<file path="src/hw/rtl/vad_pkg.sv">
`timescale 1ns / 1ps
package vad_pkg;

  localparam int SAMPLE_W   = 15;
  localparam int LIMIT_W    = 14;
  localparam int LEVEL_W    = 16;
  localparam int RUN_W      = 2;
  localparam int ABSD_W     = 15;
  localparam int SUM_W      = 32;
  localparam int REM_W      = 18;
  localparam int ALU_W      = 20;
  localparam int AXES       = 3;
  localparam int AXIS_W     = 2;
  localparam int ITER_W     = 4;
  localparam int ROOT_STEPS = SUM_W / 2;

  localparam int ALARM_COUNT_DEF = 3;
  localparam logic [LIMIT_W-1:0] LIMIT_RESET = 14'd1000;

  localparam int REG_IDX_W = 1;
  localparam int PADDR_W   = REG_IDX_W + 2;
  localparam logic [REG_IDX_W-1:0] REG_VIBRATION_LIMIT = 1'd0;

  typedef logic [AXES-1:0][SAMPLE_W-1:0] axis_vec_t;

  typedef enum logic [2:0] {
    ST_IDLE,
    ST_DELTA,
    ST_SQACC,
    ST_ROOT,
    ST_DONE
  } vad_state_t;

  typedef enum logic [1:0] {
    OP_NONE,
    OP_DELTA,
    OP_SQACC,
    OP_ROOT
  } vad_op_t;

  typedef struct packed {
    vad_op_t           op;
    logic              clear;
    logic [AXIS_W-1:0] axis;
    logic              finish;
    logic              idle;
  } vad_ctrl_t;

endpackage

</file>
<file path="src/hw/rtl/vibration_alarm_detector_core.sv">
`timescale 1ns / 1ps
// Vibration alarm detector.
// Input channel (in_valid/in_ready): one three-axis sample in signed milli-g per
// transaction. Result channel (out_valid/out_ready): vibration level, the run
// of consecutive at-or-over-limit samples and the alarm flag, one result per
// sample. The level is the floor square root of the summed squared deltas to
// the previous sample; the first sample after reset yields 0.
// in_ready is high only while the sequencer is idle, so the block takes no
// new sample until the last one has passed all its steps: 3 delta and 3
// square-accumulate steps on the shared subtractor and multiplier, 16
// bit-pair steps of the square-root loop on the same subtractor, the done
// state that posts the result, and the idle state that takes the next
// transaction.
// A finished result is held in the output register; the next sample may be
// accepted while it waits. If the receiver stalls, the following result waits
// in its last step until the output register is free.
// Configuration: APB register 0 (byte address 0) holds vibration_limit, 14
// bits, reset 1000. pready is always high. Write only while idle.
// Reset (rst_n low, synchronous) clears the previous sample, the run counter,
// the sequencer and out_valid, and restores the limit.
module vibration_alarm_detector_core
  import vad_pkg::*;
#(
  parameter int ALARM_COUNT = ALARM_COUNT_DEF
) (
  input  logic                clk,
  input  logic                rst_n,
  input  logic                in_valid,
  output logic                in_ready,
  input  logic [SAMPLE_W-1:0] in_accel_x,
  input  logic [SAMPLE_W-1:0] in_accel_y,
  input  logic [SAMPLE_W-1:0] in_accel_z,
  output logic                out_valid,
  input  logic                out_ready,
  output logic [LEVEL_W-1:0]  out_vibration_level,
  output logic [RUN_W-1:0]    out_abnormal_run,
  output logic                out_alarm,
  input  logic                psel,
  input  logic                penable,
  input  logic                pwrite,
  input  logic [PADDR_W-1:0]  paddr,
  input  logic [31:0]         pwdata,
  output logic [31:0]         prdata,
  output logic                pready
);

  localparam int CNT_W = $clog2(ALARM_COUNT + 1);
  localparam logic [CNT_W-1:0] CNT_MAX = CNT_W'(ALARM_COUNT);

  vad_ctrl_t          ctrl;
  logic               start;
  logic               out_free;
  logic [LEVEL_W-1:0] root;

  logic [LIMIT_W-1:0] limit_r;
  axis_vec_t          sample_r;
  axis_vec_t          last_r;
  logic               have_last_r;
  logic [CNT_W-1:0]   over_r, over_nxt;
  logic               out_valid_r;
  logic [LEVEL_W-1:0] out_level_r;
  logic [RUN_W-1:0]   out_run_r;
  logic               out_alarm_r;

  logic [LEVEL_W-1:0] level;
  logic               hit;
  logic [CNT_W+RUN_W-1:0] over_ext;
  logic               cfg_wr;

  assign start    = in_valid & in_ready;
  assign out_free = ~out_valid_r | out_ready;
  assign in_ready = ctrl.idle;

  vad_ctrl u_ctrl (
    .clk      (clk),
    .rst_n    (rst_n),
    .start    (start),
    .out_free (out_free),
    .ctrl     (ctrl)
  );

  vad_dp u_dp (
    .clk    (clk),
    .ctrl   (ctrl),
    .sample (sample_r),
    .last   (last_r),
    .root   (root)
  );

  // configuration register
  assign cfg_wr = psel & penable & pwrite & pready;
  assign pready = 1'b1;
  assign prdata = (paddr[PADDR_W-1:2] == REG_VIBRATION_LIMIT) ?
                  32'(limit_r) : 32'd0;

  always_ff @(posedge clk) begin
    if (!rst_n) begin
      limit_r <= LIMIT_RESET;
    end else if (cfg_wr && paddr[PADDR_W-1:2] == REG_VIBRATION_LIMIT) begin
      limit_r <= pwdata[LIMIT_W-1:0];
    end
  end

  // hold the sample for the whole computation
  always_ff @(posedge clk) begin
    if (start) begin
      sample_r <= {in_accel_z, in_accel_y, in_accel_x};
    end
  end

  // level is forced to zero when no previous sample exists
  assign level    = have_last_r ? root : '0;
  assign hit      = level >= LEVEL_W'(limit_r);
  assign over_nxt = !hit ? '0 : (over_r < CNT_MAX) ? over_r + 1'b1 : over_r;
  assign over_ext = {{RUN_W{1'b0}}, over_nxt};

  always_ff @(posedge clk) begin
    if (!rst_n) begin
      last_r      <= '0;
      have_last_r <= 1'b0;
      over_r      <= '0;
    end else if (ctrl.finish) begin
      last_r      <= sample_r;
      have_last_r <= 1'b1;
      over_r      <= over_nxt;
    end
  end

  // output register: set on finish, drop on transaction
  always_ff @(posedge clk) begin
    if (!rst_n) begin
      out_valid_r <= 1'b0;
    end else if (ctrl.finish) begin
      out_valid_r <= 1'b1;
    end else if (out_ready) begin
      out_valid_r <= 1'b0;
    end
  end

  always_ff @(posedge clk) begin
    if (ctrl.finish) begin
      out_level_r <= level;
      out_run_r   <= over_ext[RUN_W-1:0];
      out_alarm_r <= (over_nxt == CNT_MAX);
    end
  end

  assign out_valid           = out_valid_r;
  assign out_vibration_level = out_level_r;
  assign out_abnormal_run    = out_run_r;
  assign out_alarm           = out_alarm_r;

endmodule

</file>
<file path="src/hw/rtl/vad_ctrl.sv">
`timescale 1ns / 1ps
module vad_ctrl
  import vad_pkg::*;
(
  input  logic      clk,
  input  logic      rst_n,
  input  logic      start,
  input  logic      out_free,
  output vad_ctrl_t ctrl
);

  vad_state_t        state_r, state_nxt;
  logic [AXIS_W-1:0] axis_r, axis_nxt;
  logic [ITER_W-1:0] iter_r, iter_nxt;

  localparam logic [AXIS_W-1:0] LAST_AXIS = AXIS_W'(AXES - 1);
  localparam logic [ITER_W-1:0] LAST_ITER = ITER_W'(ROOT_STEPS - 1);

  always_ff @(posedge clk) begin
    if (!rst_n) begin
      state_r <= ST_IDLE;
      axis_r  <= '0;
      iter_r  <= '0;
    end else begin
      state_r <= state_nxt;
      axis_r  <= axis_nxt;
      iter_r  <= iter_nxt;
    end
  end

  // next state and counters
  always_comb begin
    state_nxt = state_r;
    axis_nxt  = axis_r;
    iter_nxt  = iter_r;
    unique case (state_r)
      ST_IDLE: begin
        if (start) begin
          state_nxt = ST_DELTA;
          axis_nxt  = '0;
        end
      end
      ST_DELTA: state_nxt = ST_SQACC;
      ST_SQACC: begin
        if (axis_r == LAST_AXIS) begin
          state_nxt = ST_ROOT;
          iter_nxt  = '0;
        end else begin
          state_nxt = ST_DELTA;
          axis_nxt  = axis_r + 1'b1;
        end
      end
      ST_ROOT: begin
        iter_nxt = iter_r + 1'b1;
        if (iter_r == LAST_ITER) begin
          state_nxt = ST_DONE;
        end
      end
      ST_DONE: begin
        if (out_free) begin
          state_nxt = ST_IDLE;
        end
      end
      default: state_nxt = ST_IDLE;
    endcase
  end

  // outputs
  always_comb begin
    ctrl.op     = OP_NONE;
    ctrl.clear  = 1'b0;
    ctrl.axis   = axis_r;
    ctrl.finish = 1'b0;
    ctrl.idle   = 1'b0;
    unique case (state_r)
      ST_IDLE: begin
        ctrl.idle  = 1'b1;
        ctrl.clear = start;
      end
      ST_DELTA: ctrl.op     = OP_DELTA;
      ST_SQACC: ctrl.op     = OP_SQACC;
      ST_ROOT:  ctrl.op     = OP_ROOT;
      ST_DONE:  ctrl.finish = out_free;
      default:  ctrl.op     = OP_NONE;
    endcase
  end

endmodule

</file>
<file path="src/hw/rtl/vad_dp.sv">
`timescale 1ns / 1ps
module vad_dp
  import vad_pkg::*;
(
  input  logic               clk,
  input  vad_ctrl_t          ctrl,
  input  axis_vec_t          sample,
  input  axis_vec_t          last,
  output logic [LEVEL_W-1:0] root
);

  logic [ABSD_W-1:0]  absd_r;
  logic [SUM_W-1:0]   sum_r;
  logic [REM_W-1:0]   rem_r;
  logic [LEVEL_W-1:0] root_r;

  logic [SAMPLE_W-1:0] cur_s, last_s;
  logic [ALU_W-1:0]    alu_a, alu_b, alu_diff;
  logic [ALU_W-1:0]    neg_diff;
  logic [2*ABSD_W-1:0] prod;

  assign cur_s  = sample[ctrl.axis];
  assign last_s = last[ctrl.axis];

  // shared subtractor: axis delta or trial subtraction of the root step
  always_comb begin
    if (ctrl.op == OP_ROOT) begin
      alu_a = {sum_r[SUM_W-1 -: 2], rem_r} == '0 ? '0 : ALU_W'({rem_r, sum_r[SUM_W-1 -: 2]});
      alu_b = ALU_W'({root_r, 2'b01});
    end else begin
      alu_a = {{(ALU_W-SAMPLE_W){cur_s[SAMPLE_W-1]}}, cur_s};
      alu_b = {{(ALU_W-SAMPLE_W){last_s[SAMPLE_W-1]}}, last_s};
    end
  end

  assign alu_diff = alu_a - alu_b;
  assign neg_diff = '0 - alu_diff;
  assign prod     = absd_r * absd_r;

  always_ff @(posedge clk) begin
    if (ctrl.clear) begin
      sum_r  <= '0;
      rem_r  <= '0;
      root_r <= '0;
    end else begin
      unique case (ctrl.op)
        OP_DELTA: begin
          absd_r <= alu_diff[ALU_W-1] ? neg_diff[ABSD_W-1:0] : alu_diff[ABSD_W-1:0];
        end
        OP_SQACC: sum_r <= sum_r + SUM_W'(prod);
        OP_ROOT: begin
          // shift the next bit pair out of the radicand
          sum_r <= {sum_r[SUM_W-3:0], 2'b00};
          if (!alu_diff[ALU_W-1]) begin
            rem_r  <= alu_diff[REM_W-1:0];
            root_r <= {root_r[LEVEL_W-2:0], 1'b1};
          end else begin
            rem_r  <= alu_a[REM_W-1:0];
            root_r <= {root_r[LEVEL_W-2:0], 1'b0};
          end
        end
        OP_NONE: sum_r <= sum_r;
        default: sum_r <= sum_r;
      endcase
    end
  end

  assign root = root_r;

endmodule

</file>
<file path="config.mk">
export PLATFORM = sky130hd
export DESIGN_NAME = vibration_alarm_detector_core
export DESIGN_NICKNAME = d
export VERILOG_FILES = /design/src/hw/rtl/vad_pkg.sv /design/src/hw/rtl/vibration_alarm_detector_core.sv /design/src/hw/rtl/vad_ctrl.sv /design/src/hw/rtl/vad_dp.sv
export SDC_FILE = /design/constraint.sdc
export NUM_CORES = 1
export LEC_CHECK = 0
export ABC_CLOCK_PERIOD_IN_PS = 19350
export BUFFER_PORTS_ARGS = -buffer_cell sky130_fd_sc_hd__buf_2
export CORE_ASPECT_RATIO = 1.1
export CORE_MARGIN = 5
export CORE_UTILIZATION = 45
export CTS_CLUSTER_SIZE = 30
export DETAILED_ROUTE_END_ITERATION = 12
export PLACE_DENSITY_LB_ADDON = 0.15
export SYNTH_ARGS = -nofsm -noshare
export SYNTH_HDL_FRONTEND = slang
export SYNTH_SLANG_ARGS = --single-unit
</file>
<file path="constraint.sdc">
create_clock -name clk -period 19.35 [get_ports clk]
set_input_delay 1.935 -clock clk [delete_from_list [all_inputs] [get_ports clk]]
set_output_delay 1.935 -clock clk [all_outputs]
set_load 0.01 [all_outputs]
</file>
# Yosys cells after proc, flatten, opt, wreduce, memory -nomap -nowiden
# Cells that the tools add are included.
[word_totals]
ff_bits = 217
input_bits = 87
output_inout_bits = 54
wordCells = 94
[op_classes]
n_addsub = 6
mul = 1
magnitude_cmp = 3
eq_ne = 15
mux = 31
bitwise = 7
n_reduce_logical = 11
[ops]
columns = ["cell", "count"]
rows = [
  ["32-bit case mux with 2 select lines", 1],
  ["15-bit binary-select mux with 2-bit select", 2],
  ["20-bit 2-to-1 mux", 3],
  ["15-bit 2-to-1 mux", 3],
  ["32-bit by 30-bit adder with 32-bit output", 1],
  ["15-bit by 15-bit multiplier with 30-bit output", 1],
  ["20-bit logical NOT", 1],
  ["20-bit subtractor", 1],
  ["18-bit 2-to-1 mux", 1],
  ["16-bit by 14-bit greater-or-equal comparator with 1-bit output", 1],
  ["16-bit 2-to-1 mux", 1],
  ["3-bit case mux with 5 select lines", 1],
  ["1-bit by 15-bit subtractor with 15-bit output, first input constant", 1],
  ["14-bit 2-to-1 mux", 1],
  ["2-bit 2-to-1 mux", 5],
  ["3-bit 2-to-1 mux", 3],
  ["2-bit equality test, second input constant", 4],
  ["2-bit by 1-bit inequality test with 1-bit output, second input constant", 4],
  ["4-bit case mux with 2 select lines", 1],
  ["2-bit nonzero test", 4],
  ["3-bit by 2-bit equality test with 1-bit output, second input constant", 2],
  ["1-bit 2-to-1 mux", 6],
  ["2-bit case mux with 3 select lines", 1],
  ["3-bit AND reduction", 2],
  ["17 further kinds", 23],
]

# Longest topological paths before layout
# Gate-level depths: netlist (run 1).
[logic_depth]
ltp_word = 7
depth_mapped = 25
mapped_depth_nobuf = 24

# By module
# A second synthesis (run 1) with hierarchy kept.
[unflattened]
hier_cells = 1989
hier_area_um2 = 18262.5
[by_module_without_submodules]
columns = ["module", "n_inst", "cells_per_inst", "area_per_inst_um2", "seq_area_each_um2"]
rows = [
  ["vad_dp", 1, 1539, 12772.2, 1771.7],
  ["vibration_alarm_detector_core", 1, 391, 4978.5, 3183.1],
  ["vad_ctrl", 1, 59, 511.7, 180.2],
]

# Least setup slack after synthesis (run 1)
# OpenSTA, ideal clock, no wires.
[synth_path]
path_kind = "register to register"
from = "register u_dp.absd_r[2]"
to = "register u_dp.sum_r[29]"
arrival_time_ps = 6177
required_ps = 19213
path_slack_ps = 13036
path_stages_with_launch = 22
n_path_buf = 1
path_cell_list = "edfxtp_1 > clkbuf_1 > nand2_1 > fa_1 > fa_1 > inv_1 > fa_1 > fa_1 > fa_1 > inv_1 > fa_1 > inv_1 > ha_1 > a22o_1 > or4_1 > a221o_1 > o211ai_2 > o21a_4 > nor2_2 > a221o_1 > mux2i_1 > a31oi_1"
[synth_between]
elab_chain_len = 3
[synth_lines]
columns = ["item", "line_no", "source"]
rows = [
  ["start, declared", "vad_dp.sv:12", "logic [ABSD_W-1:0] absd_r;"],
  ["start signal, assigned", "vad_dp.sv:48", "absd_r <= alu_diff[ALU_W-1] ? neg_diff[ABSD_W-1:0] : alu_diff[ABSD_W-1:0];"],
  ["15-bit by 15-bit multiplier with 30-bit output", "vad_dp.sv:38", "assign prod = absd_r * absd_r;"],
  ["32-bit by 30-bit adder with 32-bit output", "vad_dp.sv:50", "OP_SQACC: sum_r <= sum_r + SUM_W'(prod);"],
  ["32-bit case mux with 2 select lines", "vad_dp.sv:46", "unique case (ctrl.op)"],
  ["end signal, assigned", "vad_dp.sv:50", ""],
  ["end signal, assigned", "vad_dp.sv:53", "sum_r <= {sum_r[SUM_W-3:0], 2'b00};"],
  ["end signal, assigned", "vad_dp.sv:62", "OP_NONE: sum_r <= sum_r;"],
  ["end, declared", "vad_dp.sv:13", "logic [SUM_W-1:0] sum_r;"],
]
# No other way between the ends.
# A chain may end at the register's enable or synchronous reset.

# Worst setup path in the final report (run 1)
[layout_path]
from = "register u_dp.absd_r[11]"
to = "register u_dp.sum_r[28]"
# The elaborated chain is that of the path after synthesis.

==> results of run 1 <==
area by class of cell:
type                       instances  area (um^2)  share of cell area, %
multi-input combinational       1370        11300                   57.4
sequential                       217         5140                   26.2
inverter                         321         1200                   6.14
clock buffer                      32          652                   3.32
tap                              513          642                   3.27
timing repair buffer             114          603                   3.07
clock inverter                    11          121                  0.618
sequential cells by signal (all words and copies together) (netlist names):
| signal | cells |
|---|---|
| out_abnormal_run | 2 |
| out_vibration_level | 16 |
| have_last_r | 1 |
| last_r | 45 |
| out_valid | 1 |
| sample_r | 45 |
| u_dp.rem_r | 18 |
| u_dp.absd_r | 15 |
| u_ctrl.state_r | 3 |
| u_dp.root | 16 |
| u_dp.sum_r | 32 |
| out_alarm | 1 |
| limit_r | 14 |
| over_r | 2 |
| u_ctrl.axis_r | 2 |
| u_ctrl.iter_r | 4 |
path summary, 6_finish.rpt:
check	start	end	cells past startpoint
hold / removal	last_r[11]$_SDFFE_PN0P_	last_r[11]$_SDFFE_PN0P_	2
hold reg to reg	last_r[11]$_SDFFE_PN0P_	last_r[11]$_SDFFE_PN0P_	2
setup / recovery	u_dp.absd_r[11]$_DFFE_PP_	u_dp.sum_r[28]$_SDFFE_PP0P_	22
setup reg to reg	u_dp.absd_r[11]$_DFFE_PP_	u_dp.sum_r[28]$_SDFFE_PP0P_	22
synthesized netlist by cell type, types with 4 or more instances:
master / count / area (um^2)
inv_1: 320 / 1200
nand2_1: 289 / 1080
fa_1: 165 / 3300
dfxtp_1: 138 / 2760
ha_1: 135 / 1690
a21oi_1: 86 / 430
nor2_1: 82 / 308
clkbuf_1: 81 / 304
o21ai_0: 81 / 405
edfxtp_1: 79 / 2370
and2_1: 56 / 350
a21boi_0: 55 / 413
mux2i_1: 53 / 531
xnor2_1: 38 / 333
o221ai_1: 30 / 263
xor2_1: 26 / 228
nand3_1: 23 / 115
o21a_1: 23 / 173
a21o_1: 22 / 165
buf_4: 20 / 150
nor3_1: 19 / 95.1
nor2b_1: 16 / 100
a211oi_1: 15 / 113
nand2b_1: 14 / 87.6
o211ai_1: 12 / 90.1
buf_1: 10 / 37.5
a31oi_1: 9 / 56.3
o21bai_1: 9 / 67.6
and3_1: 8 / 50.1
or3_1: 6 / 37.5
a22oi_1: 5 / 37.5
buf_2: 5 / 25.0
a211o_1: 4 / 35.0
nand4_1: 4 / 25.0
o22ai_1: 4 / 25.0
layout by cell type, fill, tap and decap left out, drive strengths merged, types with 5 or more instances in the layout:
master  netlist  layout
inv         321     322
nand2       289     289
fa          165     165
dfxtp       138     138
ha          135     135
buf          35     114
a21oi        87      87
o21ai        84      84
nor2         83      83
edfxtp       79      79
and2         56      56
a21boi       56      56
mux2i        53      53
xnor2        39      39
clkbuf       81      32
o221ai       30      30
xor2         26      26
o21a         24      24
a21o         23      23
nand3        23      23
nor3         19      19
conb          2      19
nor2b        16      16
a211oi       16      16
nand2b       14      14
o211ai       13      13
a31oi         9       9
o21bai        9       9
and3          8       8
clkinv        0       7
or3           6       6
a22oi         5       5
logic make-up after synthesis:
logic type	after synthesis	share of synthesized area, %
adders and majority gates	300	27.7
buffers and inverters	437	9.55
xor gates and xnor gates	65	3.20
muxes	55	3.07
and+or+nand+nor	536	13.3
other	2	0.0417
DFF	217	28.5
AOI/OAI and AO/OA	395	14.7
metrics by stage:
stage | utilization (%) | cells | setup WS [ns]
3_5_place_dp | 47.3 | 2535 | 11.99
2_1_floorplan | - | 2024 | 13.04
5_1_grt | 49.2 | 2578 | 11.49
3_3_place_gp | 47.3 | 2535 | 12.07
6_report | 49.2 | 2578 | 12.00
4_1_cts | 49.2 | 2578 | 11.94
worst register-to-register path, delay by kind of cell, from the launching register on:
family / cells / cell delay (ns)
adders and majority gates: 7 / 3.43
AOI/OAI and AO/OA: 6 / 1.53
DFF: 1 / 0.77
buffers and inverters: 5 / 0.66
and+or+nand+nor: 3 / 0.66
xor gates and xnor gates: 1 / 0.19
routing by layer:
metal / vias up / routed length, um
met5: - / 0
met4: 0 / 943
met3: 47 / 1350
met2: 194 / 22300
met1: 6493 / 18000
li1: 6639 / -
==> flow_summary.ini, run 1 <==
[setup_path]
crit_path_end_kind = flip-flop
worst-path-buf-inv = 5
crit_top_cell = fa_1
cp.required_ns = 19.73
cp_slowest_cell = edfxtp_1
startpoint_type = flip-flop
reg2reg_slack_ns = 12.00
cp.arrival_ns = 7.73
crit_chain = inv_1, nor2_1, inv_1, fa_1, fa_1, inv_1, fa_1, fa_1, fa_1, inv_1, fa_1, inv_1, ha_1, o21ai_0, nor2_1, nor3_1, a21oi_1, o221ai_1, o21bai_1, a221oi_1, xor2_1, a21oi_1
cp_max_fo = 11
cpPeakStageDelay_ns = 0.77
crit_type = reg -> reg
cpLargestDelayFamily = adder cells

[cells_and_area]
area_growth_pct = 8.86
final_area_um2 = 19600
n_fill_cell = 3856
nNetsFinal = 2435
diodes = 0
final_layout_size_suffix_gt1_share_pct = 8.57

[yosys]
ys_async_sr_fraction_pct = 0
synthFlopType = dfxtp_1
avgSynthCellArea_um2 = 8.98
synthesis.area_um2 = 18000
synth_cells = 2007
ys_ff_latch = 217
ys_seq_area_share_pct = 28.5
synth_edf_count = 79
synth_cell_type_count = 78
yosys_warnings = 0

[grt]
busiest_layer = met2
grt_pass1_wl_um = 70200
grt_pass1_vias = 13612
globalRouteMet3Util_pct = 1.78
grt_max_degree = 92
grt_antenna_before_repair = 0
met1_usage_pct = 23.9
grtUsageMet2_pct = 36.7
gr-total-overflow = 0
grt_usage_pct = 19.4

[cts]
cts_resized = 0
cts-root-buf = clkbuf_16
clock_latency_ns = 0.53
cts_buffers = 24
cts_max_level = 1
clk_pin_slew_ns = 0.07
clockBufferDepth = 3
cts_hold_buf = 0
cts_tree = yes
cts_setup_buffers = 0
clock-sinks = 217

[detailed_routing]
vias = 13373
drc = 0
drt_iter0_drc = 494
avgRoutedWirePerCell_um = 16.5
routed_wl_um = 42700
routed_via_density = 5.19
ant_nets = 0
drtPass1Iterations = 7

[die]
start_util_pct = 45.2
dieArea_um2 = 44200
rows = 77
die_h_um = 220
ios = 141
die_w_um = 201
coreArea_um2 = 39900

[timing]
slew_violations = 0
setup_violations = 0
fin_worst_skew_ns = 0.00994
fmax_mhz = 136
fin_tns_setup_ns = 0
whs_ns = 0.465
worst_slew_pin_slew_ns = 1.15
min_period_over_period_pct = 38.0
slew_headroom_pct = 23.0
rsz0062_at_grt = false
hold_viol = 0
period_minus_slack_ns = 7.35

[run]
drv_cap = 0

[placement]
placed_cell_area_um2 = 18900
dp_hpwl_um = 31900
port_buffers = 101
place_congestion = 0.861

[run_status]
status = finished, final reports clean

[min_path]
hold_class = reg -> reg
Power of run 1 is not shown: default switching activity piles up to over one toggle a cycle in this logic, so the estimate is an artifact.
==> inputs of run 2 (changes only) <==
Settings changed: ABC_AREA set to 1, ABC_CLOCK_PERIOD_IN_PS 19350 to 5900.
Clock period 19.35 ns to 5.9 ns, I/O delays scaled along.
==> run 2 against run 1 <==
  * Clock skew grew 0.0073 ns
  * Wire length grew 14%
  * Cell count grew 27%
  * Synthesized area grew 5.7%
  * Critical endpoint is now u_dp.sum_r[16]$_SDFFE_PP0P_
==> flow_summary.ini, run 2 <==
[timing]
setup_violations = 0
fin_worst_skew_ns = 0.0173
slew_headroom_pct = 19.3
fmax_mhz = 176
slew_violations = 0
period_minus_slack_ns = 5.67
hold_viol = 0
min_period_over_period_pct = 96.1
worst_slew_pin_slew_ns = 1.21

[grt]
busiest_layer = met2
grt_pass1_wl_um = 80300
globalRouteMet3Util_pct = 2.13
grt_max_degree = 84
grt_antenna_before_repair = 0
grt_usage_pct = 21.1
grtUsageMet2_pct = 40.1
met1_usage_pct = 24.8
grt_pass1_vias = 16467
gr-total-overflow = 0

[yosys]
synth_edf_count = 79
synth_most_common_cell = nand2_1
ys_top_cells_by_area = fa_1, dfxtp_1, edfxtp_1
synthesis.area_um2 = 19100
yosys.area.top_type = fa_1
ys_async_sr_fraction_pct = 0
ys_ff_latch = 217
synthFlopType = dfxtp_1
synth_top_area_share_pct = 17.3
avgSynthCellArea_um2 = 7.46
yosys_warnings = 0
synth_cells = 2556
ys_seq_area_share_pct = 26.9
netlist_top_cells_count = nand2_1, inv_1, a21oi_1
synth_cell_type_count = 50

[setup_path]
cp_max_fo = 6
cp.arrival_ns = 6.05
reg2reg_depth = 23
crit_type = reg -> reg
reg2reg_slack_ns = 0.23
regToRegEndpoint = u_dp.sum_r[16]$_SDFFE_PP0P_
crit_top_cell = fa_1
cp_slowest_cell = fa_1
timing.rr.start = u_dp.absd_r[4]$_DFFE_PP_
cp.required_ns = 6.27
cpPeakStageDelay_ns = 0.57
crit_path_end_kind = flip-flop
startpoint_type = flip-flop
crit_chain = buf_12, nand2_1, fa_1, fa_1, inv_1, fa_1, fa_1, fa_1, inv_1, fa_1, inv_1, ha_2, nand2_1, nand2_1, a21oi_2, o21bai_2, a21oi_2, buf_4, nor2_1, nor2_1, nand2_1, nand2_1, a21oi_1

[cells_and_area]
area_growth_pct = 15.4
nNetsFinal = 3079
multi_input_comb_area_um2 = 11700
diodes = 0
top_regs = last_r: 45 flops, sample_r: 45 flops, u_dp.sum_r: 32 flops
n_fill_cell = 4160
most-common-layout-cells = nand2_1, inv_1, a21oi_1, fa_1, dfxtp_1
final_layout_size_suffix_gt1_share_pct = 13.1
final_util_pct = 52.2
final_common_cell = nand2_1
seq_area_um2 = 5130

[placement]
dp_hpwl_um = 38600
port_buffers = 101
place_congestion = 0.908

[cts]
cts_hold_buf = 0
cts-root-buf = clkbuf_16
clk_pin_slew_ns = 0.06
cts_buffers = 26
cts_max_level = 1
clock-sinks = 217
clock_latency_ns = 0.54
clockBufferDepth = 3
cts_tree = yes

[run]
drv_cap = 0

[die]
die_h_um = 226
rows = 79
ios = 141
start_util_pct = 45.3
die_w_um = 206
coreArea_um2 = 42100
dieArea_um2 = 46600

[detailed_routing]
avgRoutedWirePerCell_um = 14.8
routed_via_density = 4.89
vias = 16042
routed_wl_um = 48600
ant_nets = 0
drt_iter0_drc = 710
drc = 0
drtPass1Iterations = 5

[min_path]
hold_class = in -> reg
min_path_cells = 1
hold_start = in_accel_x[0]
holdPathEnd = sample_r[0]$_DFFE_PP_

[run_status]
status = finished, final reports clean
==> run 2: what timing repair did <==
| item | in CTS | in global routing |
|---|---|---|
| cloned | 0 | 0 |
| endpoints found under the setup margin | 4 | 21 |
| gates resized for setup | 5 | 91 |
| setup buffers | 3 | 4 |
| pin swaps | 0 | 35 |
==> run 2: critical path, delay by kind of cell, from the launching register on <==
| family | cells | cell delay (ns) |
|---|---|---|
| simple gates | 7 | 0.49 |
| fa+ha+maj | 7 | 3.45 |
| flops | 1 | 0.53 |
| buf+inv | 5 | 0.51 |
| compound gates | 4 | 0.53 |
==> run 2: worst max-delay path by stage <==
stage	startpoint	end	cells after the start	slack, ns
floorplan	u_dp.absd_r[3]$_DFFE_PP_	u_dp.sum_r[18]$_SDFFE_PP0P_	21	0.34
global placement	u_dp.absd_r[4]$_DFFE_PP_	u_dp.sum_r[18]$_SDFFE_PP0P_	23	0.002
detailed placement	u_dp.absd_r[4]$_DFFE_PP_	u_dp.sum_r[18]$_SDFFE_PP0P_	23	-0.03
CTS	u_dp.absd_r[4]$_DFFE_PP_	u_dp.sum_r[18]$_SDFFE_PP0P_	23	0.02
global route	u_dp.absd_r[4]$_DFFE_PP_	u_dp.sum_r[16]$_SDFFE_PP0P_	23	-0.03
finish	u_dp.absd_r[4]$_DFFE_PP_	u_dp.sum_r[16]$_SDFFE_PP0P_	23	0.23
==> run 2: kinds of logic (layout without fill, tap and decap cells) <==
family                     Yosys count  count (layout)  share of synthesized area [%]
buffers and inverters              691             830                           14.3
AOI/OAI and AO/OA                  391             391                           11.4
xor gates and xnor gates            32              32                           1.51
adders and majority gates          300             300                           26.2
and+or+nand+nor                    923             923                           19.7
DFF                                217             217                           26.9
other                                2              19                         0.0394
==> run 2: final cells by class <==
cell class,count,share of cell area (%)
flip-flops and latches,217,23.3
inverters,580,9.91
clock inverters,13,0.734
clock buffers,35,3.34
repair buffers,202,6.40
well taps,567,3.23
multi-input cells,1665,53.0
==> run 2: metal layers <==
layer  vias up  share of wire, %
met3        77               3.2
met5         -                 0
li1       8098                 -
met4         0               3.0
met1      7588                40
met2       279                53
==> run 2: metrics by stage <==
| step | setup TNS [ns] | setup WS [ns] | hold WS (ns) | cell area, um^2 | instances |
|---|---|---|---|---|---|
| final | 0 | 0.228 | 0.219 | 22000 | 3279 |
| after global routing | -0.131 | -0.0279 | 0.189 | 22000 | 3279 |
| after CTS | 0 | 0.0219 | 0.193 | 21600 | 3275 |
| after detailed placement | -0.0262 | -0.0262 | 0.441 | 20600 | 3224 |
| after global placement | 0 | 0.00203 | 0.436 | 20600 | 3224 |
| after floorplan | 0 | 0.337 | 0.424 | 19100 | 2573 |
Power of run 2 is left out for the same reason.
